==> src/hdl/ssp_pkg.sv <==
// ----------------------------------------------------------------------------
// ssp_pkg
// types, constants and controller codes shared by the shuffle pick core
// ----------------------------------------------------------------------------
package ssp_pkg;

  localparam int unsigned MAX_ENTRIES_DEF = 256;

  localparam logic [63:0] MIX_GAMMA = 64'h9E3779B97F4A7C15;
  localparam logic [63:0] MIX_MUL1  = 64'hBF58476D1CE4E5B9;
  localparam logic [63:0] MIX_MUL2  = 64'h94D049BB133111EB;

  typedef struct packed {
    logic signed [31:0] day_serial;
    logic [11:0]        entry_count;
  } ssp_in_t;

  typedef struct packed {
    logic [7:0] picked_index;
    logic       count_error;
  } ssp_out_t;

  typedef enum logic [3:0] {
    ST_IDLE,
    ST_DIV,
    ST_INIT,
    ST_MIX,
    ST_MOD,
    ST_RD,
    ST_WRI,
    ST_WRJ,
    ST_PICK,
    ST_PICKW,
    ST_DONE
  } ssp_state_t;

  typedef struct packed {
    logic load;      // capture item, set up division
    logic div_step;  // one restoring division step
    logic div_fix;   // floor correction and seeding
    logic init_wr;   // write identity entry
    logic mix_step;  // one mixer pipeline step
    logic mod_step;  // one modulo step
    logic rd;        // read entries i and j
    logic wr_i;      // store[i] <= old store[j]
    logic wr_j;      // store[j] <= old store[i]
    logic dec_i;
    logic pick_rd;
    logic done;
  } ssp_cmd_t;

  typedef struct packed {
    logic bad_count;
    logic small_count;
    logic div_last;
    logic init_last;
    logic mix_last;
    logic mod_last;
    logic shuf_last;
  } ssp_sts_t;

endpackage

==> src/hdl/ssp_ctrl.sv <==
// ----------------------------------------------------------------------------
// ssp_ctrl
// sequencer for division, identity fill, shuffle steps and final pick
// ----------------------------------------------------------------------------
module ssp_ctrl (
  input  logic              clk,
  input  logic              rst_n,
  input  logic              start,
  input  ssp_pkg::ssp_sts_t sts,
  output ssp_pkg::ssp_cmd_t cmd,
  output logic              busy
);
  import ssp_pkg::*;

  ssp_state_t state_r, state_nxt;

  always_ff @(posedge clk) begin
    if (!rst_n) begin
      state_r <= ST_IDLE;
    end else begin
      state_r <= state_nxt;
    end
  end

  always_comb begin
    state_nxt = state_r;
    cmd       = '0;
    busy      = (state_r != ST_IDLE);
    case (state_r)
      ST_IDLE: begin
        if (start) begin
          cmd.load  = 1'b1;
          state_nxt = ST_DIV;
        end
      end
      ST_DIV: begin
        if (sts.bad_count || sts.small_count) begin
          state_nxt = ST_DONE;
        end else begin
          cmd.div_step = 1'b1;
          if (sts.div_last) state_nxt = ST_INIT;
        end
      end
      ST_INIT: begin
        cmd.init_wr = 1'b1;
        if (sts.init_last) begin
          cmd.div_fix = 1'b1;
          state_nxt   = ST_MIX;
        end
      end
      ST_MIX: begin
        cmd.mix_step = 1'b1;
        if (sts.mix_last) state_nxt = ST_MOD;
      end
      ST_MOD: begin
        cmd.mod_step = 1'b1;
        if (sts.mod_last) state_nxt = ST_RD;
      end
      ST_RD: begin
        cmd.rd    = 1'b1;
        state_nxt = ST_WRI;
      end
      ST_WRI: begin
        cmd.wr_i  = 1'b1;
        state_nxt = ST_WRJ;
      end
      ST_WRJ: begin
        cmd.wr_j  = 1'b1;
        cmd.dec_i = 1'b1;
        state_nxt = sts.shuf_last ? ST_PICK : ST_MIX;
      end
      ST_PICK: begin
        cmd.pick_rd = 1'b1;
        state_nxt   = ST_PICKW;
      end
      ST_PICKW: begin
        state_nxt = ST_DONE;
      end
      ST_DONE: begin
        cmd.done  = 1'b1;
        state_nxt = ST_IDLE;
      end
      default: state_nxt = ST_IDLE;
    endcase
  end

  a_done_idle: assert property (@(posedge clk) disable iff (!rst_n)
    cmd.done |=> state_r == ST_IDLE) else $error("done not followed by idle");
  a_load_idle: assert property (@(posedge clk) disable iff (!rst_n)
    cmd.load |-> !busy) else $error("load while busy");
  a_wr_order: assert property (@(posedge clk) disable iff (!rst_n)
    cmd.wr_i |-> $past(cmd.rd)) else $error("write without read");

endmodule

==> config.mk <==
export PLATFORM = sky130hd
export DESIGN_NAME = ssp_ctrl
export DESIGN_NICKNAME = d
export VERILOG_FILES = /design/src/hdl/ssp_pkg.sv /design/src/hdl/ssp_ctrl.sv
export SDC_FILE = /design/constraint.sdc
export NUM_CORES = 1
export LEC_CHECK = 0
export BUFFER_PORTS_ARGS = -buffer_cell sky130_fd_sc_hd__buf_2
export CORE_AREA = 2 2 39 41
export CTS_BUF_LIST = sky130_fd_sc_hd__clkbuf_8
export CTS_CLUSTER_SIZE = 40
export DETAILED_ROUTE_END_ITERATION = 8
export DIE_AREA = 0 0 41 43
export GPL_TIMING_DRIVEN = 0
export PLACE_DENSITY = 0.71
export SYNTH_ARGS = -nofsm -noshare
export SYNTH_HDL_FRONTEND = slang
export SYNTH_SLANG_ARGS = --single-unit
==> constraint.sdc <==
create_clock -name clk -period 2.7 [get_ports clk]
set_clock_uncertainty 0.05 [all_clocks]
set_input_delay 0.135 -clock clk [delete_from_list [all_inputs] [get_ports clk]]
set_output_delay 0.135 -clock clk [all_outputs]
set_load 0.1 [all_outputs]
==> results of run 1 <==
[layer usage]
layer  vias up  GRT usage, %
met5         -             0
met4         0          14.0
met3         4          1.57
met2        16          21.3
met1       245          17.9
li1        268             -
[cells by family (layout without fill, tap and decap cells)]
| kind of cell | Yosys count | after routing | synth area share, % |
|---|---|---|---|
| multiplexers | 1 | 1 | 2.25 |
| flip-flops | 4 | 4 | 18.0 |
| buffers and inverters | 5 | 30 | 8.17 |
| AND/OR/NAND/NOR | 37 | 37 | 51.3 |
| AO/OA/AOI/OAI | 13 | 13 | 20.3 |
[report_power, final]
group	internal, mW	switching (mW)
logic	0.147	0.416
clock network	0.0948	0.0286
registers	0.0786	0.0295
total	0.320	0.475
[cells in the mapped netlist]
master,n,area share [%]
a21boi_1,1,1.7
a21oi_1,3,3.4
and2_1,1,1.4
and3_1,1,1.4
and3b_1,1,2.0
buf_2,2,2.3
buf_4,2,3.4
buf_6,1,2.5
dfxtp_1,4,18
mux2i_1,1,2.3
nand2_1,3,2.5
nand2_2,1,1.4
nand2b_1,5,7.0
nand3_1,1,1.1
nand3b_1,1,1.7
nor2_1,7,5.9
nor2_2,1,1.4
nor3_1,7,7.9
nor3b_1,5,8.5
nor3b_2,2,5.6
nor4b_2,1,3.4
o211ai_1,1,1.7
o21a_1,3,5.1
o21ai_0,2,2.3
o2bb2ai_1,2,3.9
o311a_1,1,2.3
[cells in the final DEF (no fill, tap or decap), types with 3 or more instances in the layout]
master    count
clkbuf_8      3
nor3_2        4
o21a_1        3
nor3_1        3
nand2b_1      5
a21oi_1       3
buf_2        24
nor2_1        7
nor3b_2       4
dfxtp_1       4
nand2_1       3
nor3b_1       3
[path summary, 6_finish.rpt]
path / slack, ps / cells after the start / from / endpoint
worst min-delay path: 130 / 3 / sts[0] / state_r[3]
worst min register to register: 670 / 3 / state_r[3] / state_r[0]
worst max-delay path: 800 / 5 / state_r[0] / cmd[3]
worst max register to register: 1310 / 4 / state_r[0] / state_r[0]
[tightest hold or removal path, cell delays in order]
cell and delay (ps):
buf_2 100, nand2_1 50, a21boi_1 50
[metrics by stage]
step / util, % / cell area (um^2) / TNS (ps) / std cells
2_1_floorplan: - / 474 / -144 / 60
3_3_place_gp: 43.7 / 604 / 0 / 98
3_5_place_dp: 43.7 / 604 / 0 / 98
4_1_cts: 46.7 / 646 / 0 / 101
5_1_grt: 46.7 / 646 / 0 / 101
6_report: 46.7 / 646 / 0 / 101
[layout make-up]
| class | instances | area share [%] |
|---|---|---|
| well taps | 16 | 3.10 |
| plain buffers | 5 | 5.62 |
| flip-flops and latches | 4 | 12.4 |
| clock buffers | 3 | 6.40 |
| multi-input cells | 51 | 55.4 |
| repair buffers | 22 | 17.1 |
==> results.json, run 1 <==
{
  "status": "completed",
  "cts_tree": "built",
  "cts_made_buffers": 3,
  "nets": 97,
  "clk_latency_ps": 210,
  "clockBufferDepth": 2,
  "hold_viol": 0,
  "wl_per_cell_um": 11.3,
  "period_share_pct": 70.5,
  "crit_path_end_kind": "primary output",
  "first_pass_iters": 2,
  "top_register": "state_r",
  "ys_ff_latch": 4,
  "drtIter0Drc": 6,
  "synthesis.area_um2": 444,
  "worst_slack_ps": 797,
  "multi_input_area_um2": 358,
  "worstSetupPathType": "reg -> out",
  "cap_violations": 0,
  "antenna_found_initial": 0,
  "cts-htree-levels": 1,
  "cts.sink_count": 4,
  "postCtsResizedCells": 0,
  "largest_reg_flops": 4,
  "max_freq_mhz": 526,
  "syn2layout_area_growth_pct": 45.4,
  "hpwl_um": 912,
  "core_um2": 1380,
  "grt_pass1_wl_mm": 1.76,
  "m1WireLength_um": 504,
  "grt_setup_unrepaired": "false",
  "synthCells": 60,
  "core.rowCount": 14,
  "grt_max_degree": 11,
  "drive_gt1_share_pct": 48.2,
  "port_buffers": 22,
  "drt_wl_total_mm": 1.14,
  "dr_wl_met3_um": 68,
  "cp_top_family": "buffers and inverters",
  "ys_types": 26,
  "crit_buf_inv": 3,
  "synth_fp_nets": 70,
  "drv_slew": 0,
  "power.leakage_nw": 0.299,
  "path_max_fanout": 10,
  "hold_path.class": "in -> reg",
  "finalHoldWorstSlack_ps": 128,
  "die_h_um": 43,
  "dieArea_um2": 1760,
  "setup_violations": 0,
  "grt_usage_pct": 14.8,
  "peakVddDrop_mv": 0.439,
  "powerDensity_nw_per_um2": 1230,
  "pre_cts_slack_ps": 1020,
  "crit_required_ps": 2520,
  "post_cts_buffers": 0,
  "gp_congestion": 0.758,
  "period_minus_slack_ps": 1900,
  "regArea_um2": 80.1,
  "path_clk_slew_ps": 30,
  "clockRootBuffer": "clkbuf_8",
  "max_stage_delay_ps": 410,
  "cp-start-kind": "flip-flop",
  "max-slew-margin-rel_pct": 67.9,
  "n_fill_cell": 148,
  "worst_pin_slew_ps": 485,
  "start_util_pct": 32.1,
  "top_layer_used": "met4",
  "grt_pass1_vias": 422,
  "ys_seq_area_share_pct": 18.0,
  "wl_met2_um": 538,
  "antenna_cells": 0,
  "antenna_left": 0,
  "io_pins": 23,
  "cpMaxStageDelayCell": "buf_2",
  "crit_chain": "buf_2 -> nand2_2 -> nor2_1 -> buf_4 -> buf_2",
  "die_w_um": 41,
  "total_power_mw": 0.795,
  "drc": 0,
  "cts_hold_buf": 0,
  "overflow": 0,
  "critPathMostFrequentCell": "buf_2",
  "postSynthAreaPerCell_um2": 7.40,
  "worstPathArrival_ps": 1720,
  "vias_per_cell": 5.28,
  "vias": 533,
  "ys_warn_count": 0,
  "largestRegisters": "state_r (4)"
}
No activity file was read; power rests on OpenSTA's default activity.
==> run 2, diff against run 1 <==
--- a/config.mk
+++ b/config.mk
@@ -5,6 +5,7 @@
 export SDC_FILE = /design/constraint.sdc
 export NUM_CORES = 1
 export LEC_CHECK = 0
+export ABC_AREA = 1
 export BUFFER_PORTS_ARGS = -buffer_cell sky130_fd_sc_hd__buf_2
 export CORE_AREA = 2 2 39 41
 export CTS_BUF_LIST = sky130_fd_sc_hd__clkbuf_8
@@ -12,7 +13,7 @@
 export DETAILED_ROUTE_END_ITERATION = 8
 export DIE_AREA = 0 0 41 43
 export GPL_TIMING_DRIVEN = 0
-export PLACE_DENSITY = 0.71
+export PLACE_DENSITY = 0.76
 export SYNTH_ARGS = -nofsm -noshare
 export SYNTH_HDL_FRONTEND = slang
 export SYNTH_SLANG_ARGS = --single-unit
==> constraint.sdc (replaced) <==
create_clock -name clk -period 1.75 [get_ports clk]
set_clock_uncertainty 0.05 [all_clocks]
set_input_delay 0.0875 -clock clk [delete_from_list [all_inputs] [get_ports clk]]
set_output_delay 0.0875 -clock clk [all_outputs]
set_load 0.1 [all_outputs]
==> run 2 against run 1 <==
  * Worst setup slack worse by 690 ps
  * Final area grew 4.7%
  * Synthesized area is 5.9% higher
  * Utilization increased by 2.2 points
  * Routed wire length is 5.6% lower
  * Total power rose by 76%
  * Global-route usage fell by 0.69 points
  * Die area unchanged
  * First-iteration DRC count shrank 33%
  * Largest power group unchanged
  * Highest routed layer unchanged
==> results.json, run 2 <==
{
  "antenna_left": 0,
  "antenna_cells": 0,
  "cts_made_buffers": 3,
  "period_share_pct": 93.8,
  "vias": 546,
  "grt_max_degree": 9,
  "wl_per_cell_um": 8.87,
  "synth-async-reset-ratio_pct": 0,
  "ys_ff_latch": 4,
  "core.rowCount": 14,
  "largest_reg_flops": 4,
  "io_pins": 23,
  "syn2layout_area_growth_pct": 43.6,
  "gp_congestion": 0.755,
  "synth_fp_nets": 90,
  "start_util_pct": 34.0,
  "first_pass_iters": 4,
  "hpwl_um": 940,
  "hold_viol": 0,
  "ys.flop_type": "dfxtp_1",
  "final_cell_area_um2": 676,
  "nets": 117,
  "finalHoldWorstSlack_ps": 67.2,
  "postSynthAreaPerCell_um2": 5.88,
  "core_um2": 1380,
  "synth_edf_count": 0,
  "worstSetupPathType": "reg -> out",
  "top_register": "state_r",
  "worst_pin_slew_ps": 487,
  "cts_tree": "built",
  "cts-htree-levels": 1,
  "max-slew-margin-rel_pct": 67.8,
  "path_max_fanout": 4,
  "vias_per_cell": 4.51,
  "drtIter0Drc": 4,
  "drive_gt1_share_pct": 53.3,
  "drt_wl_total_mm": 1.07,
  "final_common_cell": "buf_2",
  "clockRootBuffer": "clkbuf_8",
  "overflow": 0,
  "yosys.area.top_type_share_pct": 17.0,
  "synthesis.area_um2": 470,
  "grt_setup_unrepaired": "false",
  "peakVddDrop_mv": 0.663,
  "grt_pass1_wl_mm": 1.73,
  "port_buffers": 22,
  "mostFrequentLayoutCells": "buf_2, inv_1, nand2_1",
  "status": "completed",
  "grt_usage_pct": 14.1,
  "path_clk_slew_ps": 30,
  "total_power_mw": 1.40,
  "synthCells": 80,
  "ys_warn_count": 0,
  "cap_violations": 0,
  "crit_required_ps": 1610,
  "grt_pass1_vias": 497,
  "dieArea_um2": 1760,
  "die_w_um": 41,
  "die_h_um": 43,
  "synthTopCellsByCount": "inv_1, nand2_1, nor2_1",
  "hold_path.class": "in -> reg",
  "largestRegisters": "state_r (4)",
  "ys_types": 19,
  "synth.most_common_cell": "inv_1",
  "drv_slew": 0,
  "period_minus_slack_ps": 1640,
  "clk_latency_ps": 220,
  "setup_violations": 0,
  "worstPathArrival_ps": 1500,
  "placed_area_um2": 629,
  "clockBufferDepth": 2,
  "fin_util_pct": 48.8,
  "powerDensity_nw_per_um2": 2060,
  "cts_hold_buf": 0,
  "ys_seq_area_share_pct": 17.0,
  "cp-start-kind": "flip-flop",
  "synth_top_area_cell": "dfxtp_1",
  "cts.sink_count": 4,
  "antenna_found_initial": 0,
  "drc": 0,
  "crit_path_end_kind": "primary output",
  "power.leakage_nw": 0.409,
  "n_fill_cell": 151,
  "max_freq_mhz": 609,
  "synth.area.top_cells": "dfxtp_1, inv_1, nand2_2, nor2_2, nand2_1"
}
-- run 2: cell types whose count changed in the layout (fill, tap and decap cells not counted), moves of 4 or more --
cell and delta:
inv_1 +14, inv_2 +5, nand3_1 +4, buf_2 -4, nor2_2 +8, nor3b_2 -4
nand2_1 +8, nand2_2 +7, nand2b_1 -5
-- run 2: power by group --
group	internal, mW	switching [mW]
combinational	0.233	0.816
sequential	0.124	0.0312
clock	0.146	0.0451
-- run 2: final timing paths --
check              from         end  slack [ps]  cells after the start
min reg2reg  state_r[1]  state_r[1]         510                      2
max          state_r[2]      cmd[2]         110                      5
max reg2reg  state_r[1]  state_r[0]         490                     10
min               rst_n  state_r[3]          70                      3
-- run 2: metal layers --
metal | GRT usage [%] | vias up | wire length, um
li1 | - | 292 | -
met5 | 0 | - | 0
met2 | 25.0 | 20 | 551
met4 | 6.00 | 0 | 10
met3 | 3.14 | 2 | 77
met1 | 14.7 | 232 | 434
-- run 2: logic make-up after synthesis --
logic type / synth area share [%]
compound gates: 8.51
buf+inv: 19.1
flops: 17.0
simple gates: 55.3
-- run 2: cell type report --
| cell class | instances | area [um^2] | share of cell area (%) |
|---|---|---|---|
| inverters | 19 | 71.3 | 10.6 |
| multi-input cells | 55 | 329 | 48.7 |
| well taps | 16 | 20.0 | 2.96 |
| clock buffers | 3 | 41.3 | 6.11 |
| repair buffers | 22 | 115 | 17.0 |
| flip-flops and latches | 4 | 80.1 | 11.9 |
| plain buffers | 2 | 18.8 | 2.78 |
-- run 2: timing repair --
item	4_1_cts	5_1_grt
endpoints found under the setup margin	0	2
resized for setup	0	2
buffers inserted	0	0
-- run 2: through the flow --
step	setup WS (ps)	cells	setup TNS (ps)
finish	108	121	0
global route	3.92	121	0
global placement	292	118	0
CTS	12.5	121	0
detailed placement	246	118	0
floorplan	-286	80	-1180
-- run 2: critical path: stages, from the launching register on --
cell     delay, ps
dfxtp_1        360
inv_2           70
nor2_2         180
inv_2           80
nor2_2         140
buf_2          450
==> run 3, diff against run 2 <==
--- a/config.mk
+++ b/config.mk
@@ -5,7 +5,6 @@
 export SDC_FILE = /design/constraint.sdc
 export NUM_CORES = 1
 export LEC_CHECK = 0
-export ABC_AREA = 1
 export BUFFER_PORTS_ARGS = -buffer_cell sky130_fd_sc_hd__buf_2
 export CORE_AREA = 2 2 39 41
 export CTS_BUF_LIST = sky130_fd_sc_hd__clkbuf_8
@@ -13,7 +12,7 @@
 export DETAILED_ROUTE_END_ITERATION = 8
 export DIE_AREA = 0 0 41 43
 export GPL_TIMING_DRIVEN = 0
-export PLACE_DENSITY = 0.76
+export PLACE_DENSITY = 0.73
 export SYNTH_ARGS = -nofsm -noshare
 export SYNTH_HDL_FRONTEND = slang
 export SYNTH_SLANG_ARGS = --single-unit
==> run 3 against run 2 <==
  * Combinational power fell by 11%
  * Total power fell by 7.2%
  * Fmax shrank 4.0%
  * Sequential share of layout area decreased by 0.50 points
  * Clock power is essentially flat
  * Critical path type unchanged
==> results.json, run 3 (synthesis gave the netlist of run 1 again) <==
{
  "status": "completed",
  "worst_slack_ps": 39.6,
  "crit_required_ps": 1610,
  "top_layer_used": "met4",
  "vias_per_cell": 5.18,
  "hpwl_um": 918,
  "drive_gt1_share_pct": 51.8,
  "io_pins": 23,
  "grt_pass1_vias": 452,
  "clockRootBuffer": "clkbuf_8",
  "reg2reg_slack_ps": 380,
  "worstSetupPathType": "reg -> out",
  "antenna_found_initial": 0,
  "die_h_um": 43,
  "setup_violations": 0,
  "worst_pin_slew_ps": 484,
  "path_max_fanout": 8,
  "hold_path.class": "in -> reg",
  "first_pass_iters": 4,
  "overflow": 0,
  "crit_path_end_kind": "primary output",
  "cp-start-kind": "flip-flop",
  "drc": 0,
  "cts_hold_buf": 0,
  "powerDensity_nw_per_um2": 1830,
  "dieArea_um2": 1760,
  "cts.sink_count": 4,
  "die_w_um": 41,
  "post_cts_buffers": 0,
  "cts_tree": "built",
  "start_util_pct": 32.1,
  "grt_max_degree": 11,
  "drv_slew": 0,
  "worstPathArrival_ps": 1570,
  "cts-htree-levels": 1,
  "antenna_left": 0,
  "dr_wl_met3_um": 64,
  "peakVddDrop_mv": 0.958,
  "max-slew-margin-rel_pct": 67.9,
  "grt_setup_unrepaired": "true",
  "max_freq_mhz": 585,
  "hold_viol": 0,
  "nets": 97,
  "drt_wl_total_mm": 1.16,
  "wl_met2_um": 565,
  "core.rowCount": 14,
  "path_clk_slew_ps": 30,
  "power.leakage_nw": 0.298,
  "vias": 523,
  "fin_util_pct": 51.0,
  "gp_congestion": 0.816,
  "pre_cts_slack_ps": 148,
  "grt_usage_pct": 15.3,
  "clk_latency_ps": 220,
  "finalSetupTns_ps": 0,
  "period_share_pct": 97.7,
  "port_buffers": 22,
  "core_um2": 1380,
  "mostFrequentLayoutCells": "buf_2, clkbuf_4, nand2b_1, nor2_1",
  "drtIter0Drc": 4,
  "postCtsResizedCells": 2,
  "top_register": "state_r",
  "m1WireLength_um": 511,
  "cap_violations": 0,
  "largest_reg_flops": 4,
  "wl_per_cell_um": 11.4,
  "final_common_cell": "buf_2",
  "clockBufferDepth": 2,
  "antenna_cells": 0,
  "largestRegisters": "state_r (4)",
  "cts_made_buffers": 3,
  "grt_pass1_wl_mm": 1.86,
  "period_minus_slack_ps": 1710,
  "syn2layout_area_growth_pct": 58.9
}
[run 3: cell count changes in the layout (fill, tap and decap cells not counted), moves of 4 or more]
cell,delta
inv_1,-14
nand2_1,-8
nand2_2,-7
nor2_2,-7
buf_2,-5
clkbuf_4,+5
inv_2,-5
nand2b_1,+5
nand3_1,-4
[run 3: critical path, stage by stage, from the launching register on]
cell	delay, ps
dfxtp_1	470
nand2b_1	220
nor3_4	230
and2_4	150
buf_4	270
[run 3: final cells by class]
class	instances	area [um^2]
Fill cell	138	678
Multi-Input combinational cell	51	395
Timing Repair Buffer	22	130
Sequential cell	4	80.1
Clock buffer	3	41.3
Buffer	5	38.8
Tap cell	16	20.0
[run 3: per-stage QoR]
step	power [mW]	hold WS (ps)	std cells	cell area, um^2
floorplan	0.954	172	60	512
global placement	1.08	312	98	642
detailed placement	1.09	298	98	642
CTS	1.29	73.3	101	688
global route	1.37	98.6	101	706
finish	1.29	75.1	101	706
[run 3: report_power, final]
| group | switching (mW) | internal, mW |
|---|---|---|
| registers | 0.0447 | 0.121 |
| logic | 0.671 | 0.264 |
| clock network | 0.0469 | 0.146 |
[run 3: worst paths after layout]
check                   from          to  depth (start not counted)
setup / recovery  state_r[1]      cmd[9]                          4
hold / removal        sts[0]  state_r[3]                          3
setup reg to reg  state_r[1]  state_r[0]                          4
hold reg to reg   state_r[3]  state_r[0]                          3
[run 3: layer usage]
metal | GRT usage, % | vias to the layer above
met3 | 6.28 | 2
met2 | 22.8 | 15
met1 | 18.8 | 232
met5 | 0 | -
met4 | 6.00 | 0
li1 | - | 274
